`config.mk`:
```
export PLATFORM = sky130hd
export DESIGN_NAME = stftm_jobq
export DESIGN_NICKNAME = d
export VERILOG_FILES = /design/src/hw/rtl/stftm_pkg.sv /design/src/hw/rtl/stftm_jobq.sv
export SDC_FILE = /design/constraint.sdc
export NUM_CORES = 1
export LEC_CHECK = 0
export BUFFER_PORTS_ARGS = -buffer_cell sky130_fd_sc_hd__buf_4
export CORE_MARGIN = 8
export CORE_UTILIZATION = 46
export CTS_CLUSTER_DIAMETER = 120
export CTS_CLUSTER_SIZE = 8
export DETAILED_ROUTE_END_ITERATION = 7
export PLACE_DENSITY = 0.79
export SLEW_MARGIN = 20
export SYNTH_ARGS = -nofsm -noshare
export SYNTH_HDL_FRONTEND = slang
export SYNTH_SLANG_ARGS = --single-unit
```
`constraint.sdc`:
```
create_clock -name clk -period 1.8 [get_ports clk]
set_input_delay 0.09 -clock clk [delete_from_list [all_inputs] [get_ports clk]]
set_output_delay 0.09 -clock clk [all_outputs]
set_load 0.01 [all_outputs]
```
`src/hw/rtl/stftm_pkg.sv`:
```
// ----------------------------------------------------------------------------
// stftm_pkg
// Shared types, sizes and constant tables for the windowed STFT magnitude core.
// ----------------------------------------------------------------------------
package stftm_pkg;

	// Transform size and derived sizes
	localparam int NFFT   = 64;
	localparam int LOG_N  = $clog2(NFFT);
	localparam int HOP    = NFFT / 2;
	localparam int NBINS  = NFFT / 2 + 1;
	localparam int STG_W  = $clog2(LOG_N);
	localparam int CNT_W  = LOG_N + 1;

	// Field and datapath widths
	localparam int SMP_W  = 16;
	localparam int FRM_W  = 16;
	localparam int BIN_W  = 6;
	localparam int MAG_W  = 23;
	localparam int WRK_W  = 23;
	localparam int TW_W   = 32;
	localparam int ROOT_W = 24;
	localparam int RAD_W  = 2 * ROOT_W;
	localparam int RST_W  = $clog2(ROOT_W);

	localparam logic [MAG_W-1:0] MAG_MAX = '1;

	// Q2.30 angle constants for the table generator
	localparam longint Q30_HALF_PI = 64'sd1686629713;
	localparam longint Q30_PI      = 2 * Q30_HALF_PI;
	localparam longint CORDIC_GAIN = 64'sd652032874;
	localparam int     CORDIC_N    = 31;

	localparam longint ATAN_Q30 [CORDIC_N] = '{
		64'sd843314857, 64'sd497837829, 64'sd263043837, 64'sd133525159,
		64'sd67021687, 64'sd33543516, 64'sd16775851, 64'sd8388437,
		64'sd4194283, 64'sd2097149, 64'sd1048575, 64'sd524288, 64'sd262144,
		64'sd131072, 64'sd65536, 64'sd32768, 64'sd16384, 64'sd8192,
		64'sd4096, 64'sd2048, 64'sd1024, 64'sd512, 64'sd256, 64'sd128,
		64'sd64, 64'sd32, 64'sd16, 64'sd8, 64'sd4, 64'sd2, 64'sd1
	};

	// Back end sequencer
	typedef enum logic [3:0] {
		B_IDLE,
		B_LOAD,
		B_BF_RD,
		B_BF_MUL,
		B_BF_ADD,
		B_BF_WA,
		B_BF_WB,
		B_MAG_RD,
		B_MAG_SQ,
		B_MAG_SUM,
		B_MAG_ROOT,
		B_MAG_OUT,
		B_NONE
	} back_state_t;

	// One unit of work handed from front to back
	typedef struct packed {
		logic             none;
		logic [FRM_W-1:0] frame;
		logic [CNT_W-1:0] count;
	} job_t;

	// Sample ring read request from the back end
	typedef struct packed {
		logic             loading;
		logic [LOG_N-1:0] addr;
	} ring_req_t;

	typedef logic [15:0]             win_tab_t [NFFT];
	typedef logic signed [TW_W-1:0]  tw_tab_t  [NFFT/2];

	// CORDIC cos/sin for an angle in [0, pi], Q2.30
	function automatic longint trig(input longint th, input bit want_sin);
		longint x;
		longint y;
		longint z;
		longint dx;
		longint dy;
		bit     flip;
		int     k;
		flip = th > Q30_HALF_PI;
		z = flip ? (Q30_PI - th) : th;
		x = CORDIC_GAIN;
		y = 0;
		for (k = 0; k < CORDIC_N; k++) begin
			dx = y >>> k;
			dy = x >>> k;
			if (z >= 0) begin
				x = x - dx;
				y = y + dy;
				z = z - ATAN_Q30[k];
			end else begin
				x = x + dx;
				y = y - dy;
				z = z + ATAN_Q30[k];
			end
		end
		return want_sin ? y : (flip ? -x : x);
	endfunction

	// Hamming window, unsigned Q1.15
	function automatic win_tab_t make_win();
		win_tab_t w;
		longint   m;
		longint   c;
		longint   v;
		int       i;
		for (i = 0; i < NFFT; i++) begin
			m = (i <= NFFT - 1 - i) ? i : NFFT - 1 - i;
			c = trig((2 * Q30_PI * m) / (NFFT - 1), 1'b0);
			v = (54 * (64'sd1 << 30) - 46 * c + 50 * 32768) / (100 * 32768);
			if (v < 0)
				v = 0;
			if (v > 65535)
				v = 65535;
			w[i] = v[15:0];
		end
		return w;
	endfunction

	// Twiddle table, cos or sin of 2*pi*k/NFFT
	function automatic tw_tab_t make_tw(input bit want_sin);
		tw_tab_t t;
		longint  v;
		int      k;
		for (k = 0; k < NFFT / 2; k++) begin
			v = trig((2 * Q30_PI * k) / NFFT, want_sin);
			t[k] = v[TW_W-1:0];
		end
		return t;
	endfunction

	localparam win_tab_t WIN_ROM = make_win();
	localparam tw_tab_t  TW_COS  = make_tw(1'b0);
	localparam tw_tab_t  TW_SIN  = make_tw(1'b1);

	function automatic logic [LOG_N-1:0] bit_rev(input logic [LOG_N-1:0] v);
		logic [LOG_N-1:0] r;
		for (int b = 0; b < LOG_N; b++)
			r[b] = v[LOG_N-1-b];
		return r;
	endfunction

endpackage

```
`src/hw/rtl/stftm_jobq.sv`:
```
// ----------------------------------------------------------------------------
// stftm_jobq
// Two-entry job queue between the front and the back end.
// ----------------------------------------------------------------------------
module stftm_jobq import stftm_pkg::*; (
	input  logic clk,
	input  logic arst_n,
	input  logic push,
	input  job_t push_job,
	input  logic pop,
	output job_t head,
	output logic head_valid,
	output logic empty
);

	job_t       slot_q [2];
	logic       wr_ptr_q;
	logic       rd_ptr_q;
	logic [1:0] fill_q;
	logic       do_push;
	logic       do_pop;

	assign empty      = (fill_q == 2'd0);
	assign head_valid = !empty;
	assign head       = slot_q[rd_ptr_q];
	assign do_push    = push && (fill_q != 2'd2);
	assign do_pop     = pop && !empty;

	// Pointers and fill level
	always_ff @(posedge clk or negedge arst_n) begin
		if (!arst_n) begin
			wr_ptr_q <= 1'b0;
			rd_ptr_q <= 1'b0;
			fill_q   <= '0;
		end else begin
			if (do_push)
				wr_ptr_q <= !wr_ptr_q;
			if (do_pop)
				rd_ptr_q <= !rd_ptr_q;
			case ({do_push, do_pop})
				2'b10:   fill_q <= fill_q + 2'd1;
				2'b01:   fill_q <= fill_q - 2'd1;
				default: fill_q <= fill_q;
			endcase
		end
	end

	// Entry storage
	always_ff @(posedge clk) begin
		if (do_push)
			slot_q[wr_ptr_q] <= push_job;
	end

endmodule

```
==> results by group <==
Power
  – Cell Pwr Density: 1450 nW/um2
  – Leakage: approximately 1.1 nW
  – Peak VDD IR: slightly below 0.9 mV

Cells and area
  – Antenna Cells: 0
  – FF+latch area: 1540 um2
  – Layout cells sized above 1: 52.5%
  – Multi-input gate area: 369 um2
  – Nets: 211
  – Synth-to-Final Area Change: 44.0%
  – # fillers: between 200 and 300

Setup path
  – Slowest cell on the critical path: dfrtp_1
  – CP Buf/Inv Count: 0
  – CP max FO: 4
  – Worst Setup Start Kind: flop
  – Crit-path leading delay family: simple AND/OR/NAND/NOR gates
  – Delay of the slowest critical-path stage: 0.45 ns
  – Crit path top cell by count: xnor2_1
  – Worst path cell trace: or2_4 -> and2_4 -> ha_1 -> xnor2_1 -> nor2_1 -> xnor2_1
  – Crit end category: flop
  – Critical path arrival: roughly 1.8 ns
  – CP required: 1.98 ns
  – CP Class: flop to flop

Logic synthesis
  – Top_reg_cell synth: edfxtp_1
  – Ys Warns: 0
  – Largest cells by area after synthesis: edfxtp_1 (74%), mux2_2 (14%), dfrtp_1 (5.1%)
  – Ys async rst share: under 10%
  – Yosys top cell area share: 74.1%
  – Post-synth EDFFs: 48
  – Seq cells post-synth: 52
  – Cell taking the most area after synthesis: edfxtp_1
  – Cells after synthesis: 94
  – Cell variety after synth: 13
  – Seq/Total Area, Yosys: around four fifths
  – Synth Net Count: 123
  – Syn avg cell area: 20.7 um2
  – Most common cell in the synthesized netlist: edfxtp_1
  – Synth cell count leaders: edfxtp_1 (48), mux2_2 (24), dfrtp_1 (4), xnor2_1 (4)
  – Mapped Area: ~1900 um2

Timing
  – Count of final setup violators: 0
  – WHS: between 0.09 and 0.1 ns
  – Final Hold Viols: 0
  – RSZ-0062 raised after global routing: no
  – Slew Viols, Final: 0
  – Achievable clock frequency: between 600 and 700 MHz
  – Fin worst setup slack: 0.187 ns
  – Final Skew: 0.00775 ns
  – Slew HR: 83.4%
  – Fin crit period: 1.61 ns
  – Slew of the pin with the lowest slew margin: 0.249 ns
  – Fin crit share: roughly nine tenths

GRT
  – Initial antenna violation count: 0
  – Overflow left after global routing: 0
  – First-pass GRT wire length: 5.99 mm
  – Total global-route track usage: 12.2%
  – Vias in the first global route: 1269
  – Largest net degree at the start of global routing: 17

Clocking
  – Worst skew pair latency: around 0.30 ns
  – Sink Count: 52
  – CTS Buf Count: 5
  – Htree depth: 2
  – Max Buffers Root-to-Sink: 2
  – Root Driver: clkbuf_8
  – Worst-path clk slew: 0.08 ns
  – CTS tree: done
  – Post_cts resized: 0

Placement
  – DP HPWL: 2.59 mm
  – IO buf count: 53
  – Place WS: 0.231 ns
  – Final Wtd Congestion: 0.635

Floorplan
  – Die area: 6560 um2
  – Core box area: 4030 um2
  – Row count: 23
  – Horiz. Die Dim: 81.0 um
  – Ports: 54
  – Die Y: 81.0 um
  – Initial Utilization: about 48%

Flow run
  – Max cap viols: 0

Drt
  – Per-cell routed wire length: roughly 16 um
  – DR iter-0 viols: 55
  – Initial DRT Pass Iterations: 4
  – DRC Markers: 0
  – Routed Antenna Nets: 0
  – Vias: 1113
  – Vias per std cell: 4.78
  – WL final: approximately 3.7 mm

Worst hold path
  – Min-Delay Path Class: primary input to flop

Outcome
  – Status: completed
## worst reg2reg max path, delay by kind of cell, from the launching register on
kind,cells,cell delay [ns]
fa+ha+maj,1,0.19
xor+xnor,2,0.33
flops,1,0.45
simple gates,3,0.55
## report_power, final
part	switching [W]	internal [W]	total, W
Sequential	0.0000928	0.00166	0.00175
Combinational	0.000692	0.000809	0.00150
Clock	0.000351	0.000454	0.000805
## state kept, by name, summed over array words and instances, names as in the netlist
| name | cells |
|---|---|
| slot_q | 48 |
| rd_ptr_q | 1 |
| wr_ptr_q | 1 |
| fill_q | 2 |
## placed cells by master, fill, tap and decap left out
master         synthesis  layout
bufinv_16              0       1
mux2_2                24      24
dfrtp_1                4       4
ha_1                   1       1
xor2_1                 1       1
o21ai_2                1       1
edfxtp_1              48      48
nor2_2                 0       2
buf_4                  0      59
clkbuf_8               0       6
nor2_1                 3       1
and2_4                 1       1
dlygate4sd3_1          0      25
or2_4                  1       1
xnor2_1                4       4
inv_1                  3       3
clkinv_4               0       1
## final cells by class
cell class	instances	share of cell area, %
Clock buffer	6	2.95
Clock inverter	2	1.39
Inverter	3	0.402
Multi-Input combinational cell	36	13.2
Sequential cell	52	55.1
Tap cell	50	2.24
Timing Repair Buffer	84	24.8
## final timing paths
path | from | endpoint | slack (ns) | cells past startpoint
max in group asynchronous | arst_n | rd_ptr_q | 1.57 | 2
worst max register to register | fill_q[0] | fill_q[1] | 0.19 | 6
min in group asynchronous | arst_n | wr_ptr_q | 0.12 | 2
worst min-delay path | pop | rd_ptr_q | 0.09 | 3
worst min register to register | wr_ptr_q | wr_ptr_q | 0.52 | 1
worst max-delay path | fill_q[0] | fill_q[1] | 0.19 | 6
## cells by family after synthesis
logic type / after synthesis / synth area share, %
AND/OR/NAND/NOR: 5 / 1.48
AO/OA/AOI/OAI: 1 / 0.451
adder cells (fa/ha/maj): 1 / 0.643
XOR/XNOR: 5 / 2.25
flip-flops: 52 / 79.3
buffers and inverters: 6 / 1.99
multiplexers: 24 / 13.9
## timing repair
item / 4_1_cts / 5_1_grt
setup buffers: 0 / 0
hold buffers: 25 / 0
hold endpoints to repair: 52 / 0
## metal layers
| layer | part of all wire [%] | track usage [%] |
|---|---|---|
| met1 | 38 | 12.6 |
| met5 | 0 | 0 |
| met4 | 1.0 | 3.75 |
| met2 | 51 | 20.9 |
| met3 | 10 | 6.51 |
## metrics by stage
stage | TNS (ns) | power [W] | instances | cell area (um2) | util (%)
after floorplan | -8.17 | 0.00261 | 94 | 1940 | -
after global placement | 0 | 0.00320 | 200 | 2430 | 60.2
after detailed placement | 0 | 0.00325 | 200 | 2430 | 60.2
after CTS | 0 | 0.00411 | 233 | 2800 | 69.5
after global routing | 0 | 0.00429 | 233 | 2800 | 69.5
final | 0 | 0.00406 | 233 | 2800 | 69.5
Note: power is estimated with default switching activity, not from simulation.
