### src/hw/rtl/stftm_pkg.sv
// ----------------------------------------------------------------------------
// stftm_pkg
// Shared types, sizes and constant tables for the windowed STFT magnitude core.
// ----------------------------------------------------------------------------
package stftm_pkg;

	// Transform size and derived sizes
	localparam int NFFT   = 64;
	localparam int LOG_N  = $clog2(NFFT);
	localparam int HOP    = NFFT / 2;
	localparam int NBINS  = NFFT / 2 + 1;
	localparam int STG_W  = $clog2(LOG_N);
	localparam int CNT_W  = LOG_N + 1;

	// Field and datapath widths
	localparam int SMP_W  = 16;
	localparam int FRM_W  = 16;
	localparam int BIN_W  = 6;
	localparam int MAG_W  = 23;
	localparam int WRK_W  = 23;
	localparam int TW_W   = 32;
	localparam int ROOT_W = 24;
	localparam int RAD_W  = 2 * ROOT_W;
	localparam int RST_W  = $clog2(ROOT_W);

	localparam logic [MAG_W-1:0] MAG_MAX = '1;

	// Q2.30 angle constants for the table generator
	localparam longint Q30_HALF_PI = 64'sd1686629713;
	localparam longint Q30_PI      = 2 * Q30_HALF_PI;
	localparam longint CORDIC_GAIN = 64'sd652032874;
	localparam int     CORDIC_N    = 31;

	localparam longint ATAN_Q30 [CORDIC_N] = '{
		64'sd843314857, 64'sd497837829, 64'sd263043837, 64'sd133525159,
		64'sd67021687, 64'sd33543516, 64'sd16775851, 64'sd8388437,
		64'sd4194283, 64'sd2097149, 64'sd1048575, 64'sd524288, 64'sd262144,
		64'sd131072, 64'sd65536, 64'sd32768, 64'sd16384, 64'sd8192,
		64'sd4096, 64'sd2048, 64'sd1024, 64'sd512, 64'sd256, 64'sd128,
		64'sd64, 64'sd32, 64'sd16, 64'sd8, 64'sd4, 64'sd2, 64'sd1
	};

	// Back end sequencer
	typedef enum logic [3:0] {
		B_IDLE,
		B_LOAD,
		B_BF_RD,
		B_BF_MUL,
		B_BF_ADD,
		B_BF_WA,
		B_BF_WB,
		B_MAG_RD,
		B_MAG_SQ,
		B_MAG_SUM,
		B_MAG_ROOT,
		B_MAG_OUT,
		B_NONE
	} back_state_t;

	// One unit of work handed from front to back
	typedef struct packed {
		logic             none;
		logic [FRM_W-1:0] frame;
		logic [CNT_W-1:0] count;
	} job_t;

	// Sample ring read request from the back end
	typedef struct packed {
		logic             loading;
		logic [LOG_N-1:0] addr;
	} ring_req_t;

	typedef logic [15:0]             win_tab_t [NFFT];
	typedef logic signed [TW_W-1:0]  tw_tab_t  [NFFT/2];

	// CORDIC cos/sin for an angle in [0, pi], Q2.30
	function automatic longint trig(input longint th, input bit want_sin);
		longint x;
		longint y;
		longint z;
		longint dx;
		longint dy;
		bit     flip;
		int     k;
		flip = th > Q30_HALF_PI;
		z = flip ? (Q30_PI - th) : th;
		x = CORDIC_GAIN;
		y = 0;
		for (k = 0; k < CORDIC_N; k++) begin
			dx = y >>> k;
			dy = x >>> k;
			if (z >= 0) begin
				x = x - dx;
				y = y + dy;
				z = z - ATAN_Q30[k];
			end else begin
				x = x + dx;
				y = y - dy;
				z = z + ATAN_Q30[k];
			end
		end
		return want_sin ? y : (flip ? -x : x);
	endfunction

	// Hamming window, unsigned Q1.15
	function automatic win_tab_t make_win();
		win_tab_t w;
		longint   m;
		longint   c;
		longint   v;
		int       i;
		for (i = 0; i < NFFT; i++) begin
			m = (i <= NFFT - 1 - i) ? i : NFFT - 1 - i;
			c = trig((2 * Q30_PI * m) / (NFFT - 1), 1'b0);
			v = (54 * (64'sd1 << 30) - 46 * c + 50 * 32768) / (100 * 32768);
			if (v < 0)
				v = 0;
			if (v > 65535)
				v = 65535;
			w[i] = v[15:0];
		end
		return w;
	endfunction

	// Twiddle table, cos or sin of 2*pi*k/NFFT
	function automatic tw_tab_t make_tw(input bit want_sin);
		tw_tab_t t;
		longint  v;
		int      k;
		for (k = 0; k < NFFT / 2; k++) begin
			v = trig((2 * Q30_PI * k) / NFFT, want_sin);
			t[k] = v[TW_W-1:0];
		end
		return t;
	endfunction

	localparam win_tab_t WIN_ROM = make_win();
	localparam tw_tab_t  TW_COS  = make_tw(1'b0);
	localparam tw_tab_t  TW_SIN  = make_tw(1'b1);

	function automatic logic [LOG_N-1:0] bit_rev(input logic [LOG_N-1:0] v);
		logic [LOG_N-1:0] r;
		for (int b = 0; b < LOG_N; b++)
			r[b] = v[LOG_N-1-b];
		return r;
	endfunction

endpackage

### src/hw/rtl/stftm_front.sv
// ----------------------------------------------------------------------------
// stftm_front
// Accepts sample and flush words, keeps the sample ring and record counters,
// and turns each completed or flushed frame into a job for the back end.
// ----------------------------------------------------------------------------
module stftm_front import stftm_pkg::*; (
	input  logic                    clk,
	input  logic                    arst_n,
	input  logic                    in_valid,
	output logic                    in_stall,
	input  logic                    action,
	input  logic signed [SMP_W-1:0] diff_sample,
	input  logic                    cfg_valid,
	output logic                    cfg_ready,
	input  logic [FRM_W-1:0]        cfg_data,
	output logic                    job_push,
	output job_t                    job_out,
	input  logic                    q_empty,
	input  ring_req_t               ring_req,
	output logic signed [SMP_W-1:0] ring_data
);

	logic signed [SMP_W-1:0] ring_mem [NFFT];
	logic signed [SMP_W-1:0] ring_rd_q;

	logic [31:0]      seen_q;
	logic [FRM_W-1:0] done_q;
	logic [FRM_W-1:0] limit_q;
	logic             ended_q;

	logic                accept;
	logic                smp_ok;
	logic [31:0]         n1;
	logic                frm_edge;
	logic [31:0]         j;
	logic                j_ok;
	logic [31:0]         first;
	logic [31:0]         p;
	logic [32+LOG_N-2:0] p_start;
	logic [32+LOG_N-2:0] seen_ext;
	logic                p_ok;
	logic                take_smp;
	logic                frm_emit;

	// Ring must not be overwritten until the back end has copied the frame
	assign in_stall  = !q_empty || ring_req.loading;
	assign accept    = in_valid && !in_stall;
	assign cfg_ready = 1'b1;
	assign ring_data = ring_rd_q;

	// Sample word: frame completion test
	assign smp_ok   = !ended_q && (seen_q != '1);
	assign take_smp = accept && !action && smp_ok;
	assign n1       = seen_q + 32'd1;
	assign frm_edge = (n1 >= 32'(NFFT)) && (n1[LOG_N-2:0] == '0);
	assign j        = (n1 - 32'(NFFT)) >> (LOG_N - 1);
	assign j_ok     = j < {16'd0, limit_q};
	assign frm_emit = take_smp && frm_edge && j_ok;

	// Flush word: oldest frame still pending
	assign first    = (seen_q < 32'(NFFT)) ? 32'd0
	                : ((seen_q - 32'(NFFT)) >> (LOG_N - 1)) + 32'd1;
	assign p        = ({16'd0, done_q} > first) ? {16'd0, done_q} : first;
	assign p_start  = {p, {(LOG_N-1){1'b0}}};
	assign seen_ext = (32+LOG_N-1)'(seen_q);
	assign p_ok     = (p < {16'd0, limit_q}) && (p_start < seen_ext);

	// Job selection
	always_comb begin
		job_push = 1'b0;
		job_out  = '0;
		if (frm_emit) begin
			job_push       = 1'b1;
			job_out.frame  = j[FRM_W-1:0];
			job_out.count  = CNT_W'(NFFT);
		end else if (accept && action) begin
			job_push = 1'b1;
			if (p_ok) begin
				job_out.frame = p[FRM_W-1:0];
				job_out.count = CNT_W'(seen_ext - p_start);
			end else begin
				job_out.none  = 1'b1;
			end
		end
	end

	// Record counters and frame limit
	always_ff @(posedge clk or negedge arst_n) begin
		if (!arst_n) begin
			seen_q  <= '0;
			done_q  <= '0;
			ended_q <= 1'b0;
			limit_q <= '1;
		end else begin
			if (cfg_valid && cfg_ready)
				limit_q <= cfg_data;
			if (take_smp)
				seen_q <= n1;
			if (frm_emit)
				done_q <= j[FRM_W-1:0] + FRM_W'(1);
			if (accept && action) begin
				ended_q <= 1'b1;
				if (p_ok)
					done_q <= p[FRM_W-1:0] + FRM_W'(1);
			end
		end
	end

	// Sample ring, one write and one registered read
	always_ff @(posedge clk) begin
		if (take_smp)
			ring_mem[seen_q[LOG_N-1:0]] <= diff_sample;
		ring_rd_q <= ring_mem[ring_req.addr];
	end

endmodule

### config.mk
export PLATFORM = sky130hd
export DESIGN_NAME = stftm_front
export DESIGN_NICKNAME = d
export VERILOG_FILES = /design/src/hw/rtl/stftm_pkg.sv /design/src/hw/rtl/stftm_front.sv
export SDC_FILE = /design/constraint.sdc
export NUM_CORES = 1
export LEC_CHECK = 0
export BUFFER_PORTS_ARGS = -buffer_cell sky130_fd_sc_hd__buf_4
export CAP_MARGIN = 10
export CORE_ASPECT_RATIO = 0.9
export CORE_MARGIN = 1.5
export CORE_UTILIZATION = 55
export CTS_CLUSTER_SIZE = 12
export DETAILED_ROUTE_END_ITERATION = 8
export GPL_TIMING_DRIVEN = 0
export PLACE_DENSITY = 0.71
export SETUP_SLACK_MARGIN = 0.15
export SYNTH_ARGS = -nofsm -noshare
export SYNTH_HDL_FRONTEND = slang
export SYNTH_SLANG_ARGS = --single-unit
### constraint.sdc
create_clock -name clk -period 10.8 [get_ports clk]
set_input_delay 1.62 -clock clk [delete_from_list [all_inputs] [get_ports clk]]
set_output_delay 1.62 -clock clk [all_outputs]
set_load 0.05 [all_outputs]
==> summary.md, run 1 <==
| Metric | Value |
|---|---|
| Outcome | `completed` |
| Worst hold path type | `flip-flop to flip-flop` |
| Netlist cell types | `93` |
| EDFF count, synth | `1024` |
| Post-Syn Area | `0.0483 sq mm` |
| GR Util met2 | `0.432` |
| Vias | `27317` |
| Area grow syn2layout | `12.8%` |
| Tcrit/Tclk final | `0.966` |
| Width of the die | `315 um` |
| Nets | `3038` |
| Syn_nets | `2795` |
| Worst Setup End Kind | `primary output` |
| Final Max Slew Viols | `0` |
| Max capacitance violation total | `0` |
| Placed insts | `3936` |
| Final setup TNS | `0 ns` |
| WS Path Type | `flip-flop to primary output` |
| Arr. time, crit path | `8.81 ns` |
| Most frequent cells in the layout | `edfxtp_1, mux4_2, clkbuf_1, clkbuf_16` |
| Top_reg_cell synth | `edfxtp_1` |
| Filler instances | `5905` |
| Gp weighted congestion | `0.936` |
| Synth Register Bits | `1105` |
| Finished Core Util | `0.630` |
| Via density per instance | `6.64` |
| CP max FO | `10` |
| Vias in the first global route | `27166` |
| Layer with the highest usage | `met1` |
| CTS tree | `yes` |
| Initial antenna violation count | `5` |
| Final hold vios | `0` |
| Place WS | `-1.09 ns` |
| Synth Instances | `2665` |
| Cell mode on critical path | `a21o_1` |
| Clk slew on worst S/H paths | `0.06 ns` |
| Met3 usage | `0.0719` |
| DR WL/cell | `31.2 um` |
| First-pass DRT Iterations | `5` |
| Final Instance Count excl. Fillers | `4115` |
| Hold path cells | `1` |
| Drt first-iter violations | `3677` |
| Cts bufs inserted | `107` |
| IO Count | `88` |
| Yosys warning count | `0` |
| CP required | `9.18 ns` |
| Syn_area_per_cell | `18.1 sq um` |
| Relative slew slack | `0.165` |
| Multi-input gate area | `0.0150 sq mm` |
| Maximum vdd drop | `144 uV` |
| Post-synthesis sequential area ratio | `0.677` |
| CP Launch Type | `flip-flop` |
| Commonest non-fill, non-tap cell in the layout | `edfxtp_1` |
| Pin count of the biggest net entering global routing | `66` |
| Unrepaired setup endpoints after global routing | `yes` |
| Total Routed Length | `128000 um` |
| H-tree levels | `3` |
| GRT Residual Overflow | `0` |
| CTS max path bufs | `3` |
| R2R depth | `34` |
| Overall global routing resource usage | `0.291` |
| Worst Max-Slew Pin Slew | `1.24 ns` |
| I/O Buffers | `80` |
| # DRC | `0` |
| First-pass GRT wire length | `188000 um` |
| Hold_buf cts | `0` |
| Layout cells sized above 1 | `0.260` |
| Full die area | `0.0896 sq mm` |
| Final clock skew | `0.0420 ns` |
| Sequential cell area | `0.0327 sq mm` |
| CP peak stage delay | `0.49 ns` |
| Minimum clock period | `10.43 ns` |
| Final Total Pwr | `8720 uW` |
| CP max-delay cell | `dfrtp_2` |
| Root Buffer | `clkbuf_16` |
| Chip height | `284 um` |
| Worst Setup Slack, final | `0.368 ns` |
| Post-DRT Antenna Nets | `0` |
| Worst-skew pair later-pin latency | `0.70 ns` |
| FP Rows | `102` |
| Async S/R FF share, synth | `0.0588` |
| Starting Density | `0.558` |
| P_leak | `0.0178 uW` |
| Setup-failing EPs final | `0` |
| Sink Count | `1105` |
| CORE AREA | `0.0865 sq mm` |
| Met1 capacity usage during global routing | `0.435` |
| Detail Placement HPWL | `88000 um` |
| Power density cells | `160 mW/mm^2` |
| Max Freq | `95.9 MHz` |
sequential cells by signal, indices dropped and copies added, names as in the netlist:
signal	count
done_q	16
ring_data	16
limit_q	16
seen_q	32
ring_mem	1024
ended_q	1
per-layer routing:
metal,vias to the layer above,part of all wire,wire (um)
met1,14345,0.41,53000
met4,2,0.023,2980
li1,11285,-,-
met5,-,0.000094,12
met3,182,0.10,13300
met2,1503,0.46,58900
critical path, delay by kind of cell (launching register included):
kind | cells | cell delay, ns
simple gates | 5 | 1.19
fa+ha+maj | 3 | 0.89
xor+xnor | 1 | 0.16
buf+inv | 7 | 1.31
flops | 1 | 0.49
mux | 2 | 0.48
compound gates | 16 | 3.57
through the flow:
stage	hold WS (ns)	instance area, sq um
3_5_place_dp	0.459	51200
6_report	0.472	54500
2_1_floorplan	0.436	48300
3_3_place_gp	0.458	50300
4_1_cts	0.478	54400
5_1_grt	0.491	54500
power by group:
group          leakage (uW)  switching [uW]  internal [uW]
registers            0.0101            13.1           4700
logic               0.00620             402            216
clock network       0.00147            1540           1840
worst paths after layout:
check,start,end,slack [ns]
max,seen_q[6],job_out[14],0.37
min,ended_q,ended_q,0.47
max reg2reg,seen_q[6],done_q[11],2.83
min reg2reg,ended_q,ended_q,0.47
max in group asynchronous,arst_n,seen_q[6],9.01
min in group asynchronous,arst_n,seen_q[30],1.04
synth_stat cells, drive strengths merged (3+ instances only):
cell	instances	area share
a2111oi	3	0.00067
a211o	5	0.00091
a211oi	12	0.0022
a21o	30	0.0047
a21oi	31	0.0032
a221oi	3	0.00067
a31oi	5	0.00065
and2	12	0.0016
and3	12	0.0016
and4	12	0.0022
buf	59	0.0063
clkbuf	80	0.0062
dfrtp	49	0.025
dfstp	16	0.0087
dfxtp	16	0.0066
edfxtp	1024	0.64
ha	85	0.022
inv	93	0.0072
mux2	9	0.0021
mux2i	67	0.014
mux4	336	0.16
nand2	100	0.0078
nand2b	5	0.00065
nand3	62	0.0066
nand4	44	0.0057
nor2	129	0.010
nor2b	7	0.00091
nor3	47	0.0051
nor3b	3	0.00070
nor4	23	0.0047
o2111a	3	0.00070
o2111ai	7	0.0018
o211ai	10	0.0018
o21a	6	0.00093
o21ai	46	0.0048
o2bb2ai	3	0.00054
o31a	3	0.00054
o31ai	19	0.0032
o32ai	8	0.0015
or2	7	0.00091
or3	13	0.0017
or4	7	0.0011
xnor2	98	0.018
xor2	18	0.0033
final cells by class:
cell class                      count  area share
Tap cell                         1144      0.0263
Timing Repair Buffer              134      0.0245
Buffer                            139      0.0114
Antenna cell                        4    0.000184
Multi-Input combinational cell   1327       0.275
Inverter                           94     0.00647
Clock inverter                     20     0.00337
Sequential cell                  1105       0.600
Clock buffer                      148      0.0527
cells by family (layout without fill, tap and decap cells):
logic type               Yosys count  count (layout)  synth area share
flip-flops                      1105            1105             0.677
buffers and inverters            233             535            0.0199
multiplexers                     412             412             0.173
AO/OA/AOI/OAI                    219             219            0.0333
AND/OR/NAND/NOR                  494             494            0.0535
XOR/XNOR                         116             116            0.0213
other                              1               5         0.0000776
adder cells (fa/ha/maj)           85              85            0.0220
what timing repair did:
item / in CTS / in global routing
setup buffers: 6 / 1
hold endpoints to repair: 0 / 0
pin swaps: 2 / 4
setup endpoints to repair: 24 / 24
gates resized for setup: 32 / 13
No activity file was read; power rests on OpenSTA's default activity.
==> run 2, diff against run 1 <==
--- a/config.mk
+++ b/config.mk
@@ -13,7 +13,7 @@
 export CTS_CLUSTER_SIZE = 12
 export DETAILED_ROUTE_END_ITERATION = 8
 export GPL_TIMING_DRIVEN = 0
-export PLACE_DENSITY = 0.71
+export PLACE_DENSITY = 0.74
 export SETUP_SLACK_MARGIN = 0.15
 export SYNTH_ARGS = -nofsm -noshare
 export SYNTH_HDL_FRONTEND = slang
==> constraint.sdc (replaced) <==
create_clock -name clk -period 9 [get_ports clk]
set_input_delay 1.35 -clock clk [delete_from_list [all_inputs] [get_ports clk]]
set_output_delay 1.35 -clock clk [all_outputs]
set_load 0.05 [all_outputs]
==> run 2 against run 1 <==
The run now ends with setup timing left. Via count rose by 2.0%. Critical path depth fell by 2. Global-route usage rose by 0.96 points. Combinational power rose by 24%. Core utilization rose by 1.6 points. Hold slack improved by 0.014 ns. Sequential cell count did not move. Sequential power rose by 20%. Die area did not move. Sequential share of layout area fell by 1.5 points. Clock skew fell by 0.0087 ns.
==> summary.md, run 2 (synthesis results as in run 1) <==
| Metric | Value |
|---|---|
| Outcome | `finished, violations left (was completed)` |
| Violations in the final reports | `setup timing` |
| I/O Buffers | `80 (unchanged)` |
| # DRC | `0 (unchanged)` |
| Worst Setup Slack, final | `-0.314 ns (was 0.368 ns)` |
| Root Buffer | `clkbuf_16 (unchanged)` |
| Vias | `27859 (was 27317)` |
| Hold Startpoint | `ended_q (unchanged)` |
| CTS max path bufs | `3 (unchanged)` |
| CP Launch Type | `flip-flop (unchanged)` |
| IO Count | `88 (unchanged)` |
| Detail Placement HPWL | `87000 um (was 88000 um)` |
| Nets | `3099 (was 3038)` |
| Most frequent cells in the layout | `edfxtp_1, mux4_2, buf_4, clkbuf_1, clkbuf_16 (was edfxtp_1, mux4_2, clkbuf_1, clkbuf_16)` |
| CP required | `7.65 ns (was 9.18 ns)` |
| Worst Max-Slew Pin Slew | `1.19 ns (was 1.24 ns)` |
| Drt first-iter violations | `4050 (was 3677)` |
| Max reg flops | `1024 (unchanged)` |
| CP max-delay cell | `dfrtp_2 (unchanged)` |
| P_leak | `0.0183 uW (was 0.0178 uW)` |
| Post-DRT Antenna Nets | `0 (unchanged)` |
| Vias in the first global route | `27904 (was 27166)` |
| Max capacitance violation total | `0 (unchanged)` |
| Finished Core Util | `0.646 (was 0.630)` |
| Final setup TNS | `-5.98 ns (was 0 ns)` |
| Width of the die | `315 um (unchanged)` |
| Endpoint, Worst Hold | `ended_q (unchanged)` |
| Minimum clock period | `9.31 ns` |
| R2R Path End | `done_q[8] (was done_q[11])` |
| Initial antenna violation count | `10 (was 5)` |
| Unrepaired setup endpoints after global routing | `yes (unchanged)` |
| Setup-failing EPs final | `24 (was 0)` |
| DR WL/cell | `31.9 um (was 31.2 um)` |
| Final Max Slew Viols | `0 (unchanged)` |
| Via density per instance | `6.67 (was 6.64)` |
| Worst r2r src | `seen_q[7] (was seen_q[6])` |
| Pin count of the biggest net entering global routing | `66 (unchanged)` |
| Hold path cells | `1 (unchanged)` |
| Total Routed Length | `133000 um (was 128000 um)` |
| Layout cells sized above 1 | `0.301 (was 0.260)` |
| Sink Count | `1105 (unchanged)` |
| Worst hold path type | `flip-flop to flip-flop (unchanged)` |
| Worst Setup End Kind | `primary output (unchanged)` |
| Tcrit/Tclk final | `1.03` |
| Max Freq | `107 MHz` |
| First-pass DRT Iterations | `6 (was 5)` |
| Worst reg-to-reg setup slack | `1.66 ns (was 2.83 ns)` |
| Commonest non-fill, non-tap cell in the layout | `edfxtp_1 (unchanged)` |
| Relative slew slack | `0.209 (was 0.165)` |
| CTS tree | `yes (unchanged)` |
| Chip height | `284 um (unchanged)` |
| GRT Residual Overflow | `0 (unchanged)` |
| Overall global routing resource usage | `0.300 (was 0.291)` |
| Arr. time, crit path | `7.96 ns (was 8.81 ns)` |
| Hold_ws | `0.486 ns (was 0.472 ns)` |
| H-tree levels | `3 (unchanged)` |
| Cts bufs inserted | `107 (unchanged)` |
| Final hold vios | `0 (unchanged)` |
| First-pass GRT wire length | `194000 um (was 188000 um)` |
| CORE AREA | `0.0865 sq mm (unchanged)` |
| Worst-skew pair later-pin latency | `0.69 ns (was 0.70 ns)` |
| R2R depth | `31 (was 34)` |
| Full die area | `0.0896 sq mm (unchanged)` |
| Clk slew on worst S/H paths | `0.06 ns (about the same)` |
| Final clock skew | `0.0333 ns (was 0.0420 ns)` |
| CP peak stage delay | `0.44 ns (was 0.49 ns)` |
| CP max FO | `10 (unchanged)` |
| Final Total Pwr | `10600 uW (was 8720 uW)` |
| Maximum vdd drop | `154 uV (was 144 uV)` |
| Area grow syn2layout | `15.7% (was 12.8%)` |
| Power density cells | `190 mW/mm^2 (was 160 mW/mm^2)` |
| WS Path Type | `flip-flop to primary output (unchanged)` |
| Starting Density | `0.558 (unchanged)` |
| FP Rows | `102 (unchanged)` |
| Gp weighted congestion | `0.968 (was 0.936)` |
run 2: repair_timing:
action / CTS / global route
setup endpoints to repair: 40 / 25
hold buffers: 0 / 0
pin swaps: 42 / 31
setup buffers: 48 / 19
gates resized for setup: 160 / 38
gates cloned: 1 / 0
run 2: routing by layer:
layer	global-route usage	vias to the layer above	routed length [um]
met5	0	-	57
met4	0.0885	8	4120
met2	0.457	1727	62300
li1	-	11413	-
met1	0.436	14465	52400
met3	0.0719	246	14300
run 2: final cells by class:
cell class | count | area [sq um]
sequential | 1105 | 32700
fill | 5682 | 30600
multi-input combinational | 1327 | 15600
clock buffer | 155 | 2920
timing repair buffer | 195 | 1950
tap | 1144 | 1430
buffer | 139 | 666
inverter | 94 | 358
clock inverter | 16 | 223
antenna | 3 | 7.51
run 2: worst max-delay path by stage:
stage | from | end | slack (ns) | cells past startpoint
6_report | seen_q[7] | job_out[7] | -0.31 | 32
4_1_cts | seen_q[7] | job_out[8] | -0.16 | 35
3_3_place_gp | seen_q[7] | job_out[13] | -2.28 | 34
3_5_place_dp | seen_q[7] | job_out[13] | -2.30 | 34
5_1_grt | seen_q[7] | job_out[15] | -0.42 | 36
2_1_floorplan | seen_q[6] | job_out[13] | -0.29 | 33
run 2: worst max-delay path: cells and delay by family (launching register included):
kind | cells | cell delay, ns
flip-flops | 1 | 0.44
buffers and inverters | 9 | 1.73
adder cells (fa/ha/maj) | 3 | 0.84
AND/OR/NAND/NOR | 7 | 1.46
AO/OA/AOI/OAI | 10 | 2.00
XOR/XNOR | 1 | 0.26
multiplexers | 2 | 0.54
run 2: stage by stage:
step | setup WS, ns | cells | area [sq um]
3_3_place_gp | -2.28 | 3889 | 50400
4_1_cts | -0.162 | 4155 | 55600
3_5_place_dp | -2.30 | 3935 | 51200
6_report | -0.314 | 4178 | 55900
2_1_floorplan | -0.287 | 2665 | 48400
5_1_grt | -0.422 | 4175 | 55900
run 2: report_power, final:
part	leakage, uW	total, uW	switching [uW]	internal (uW)
Sequential	0.0101	5660	14.7	5640
Combinational	0.00661	766	496	271
Clock	0.00151	4210	1860	2340
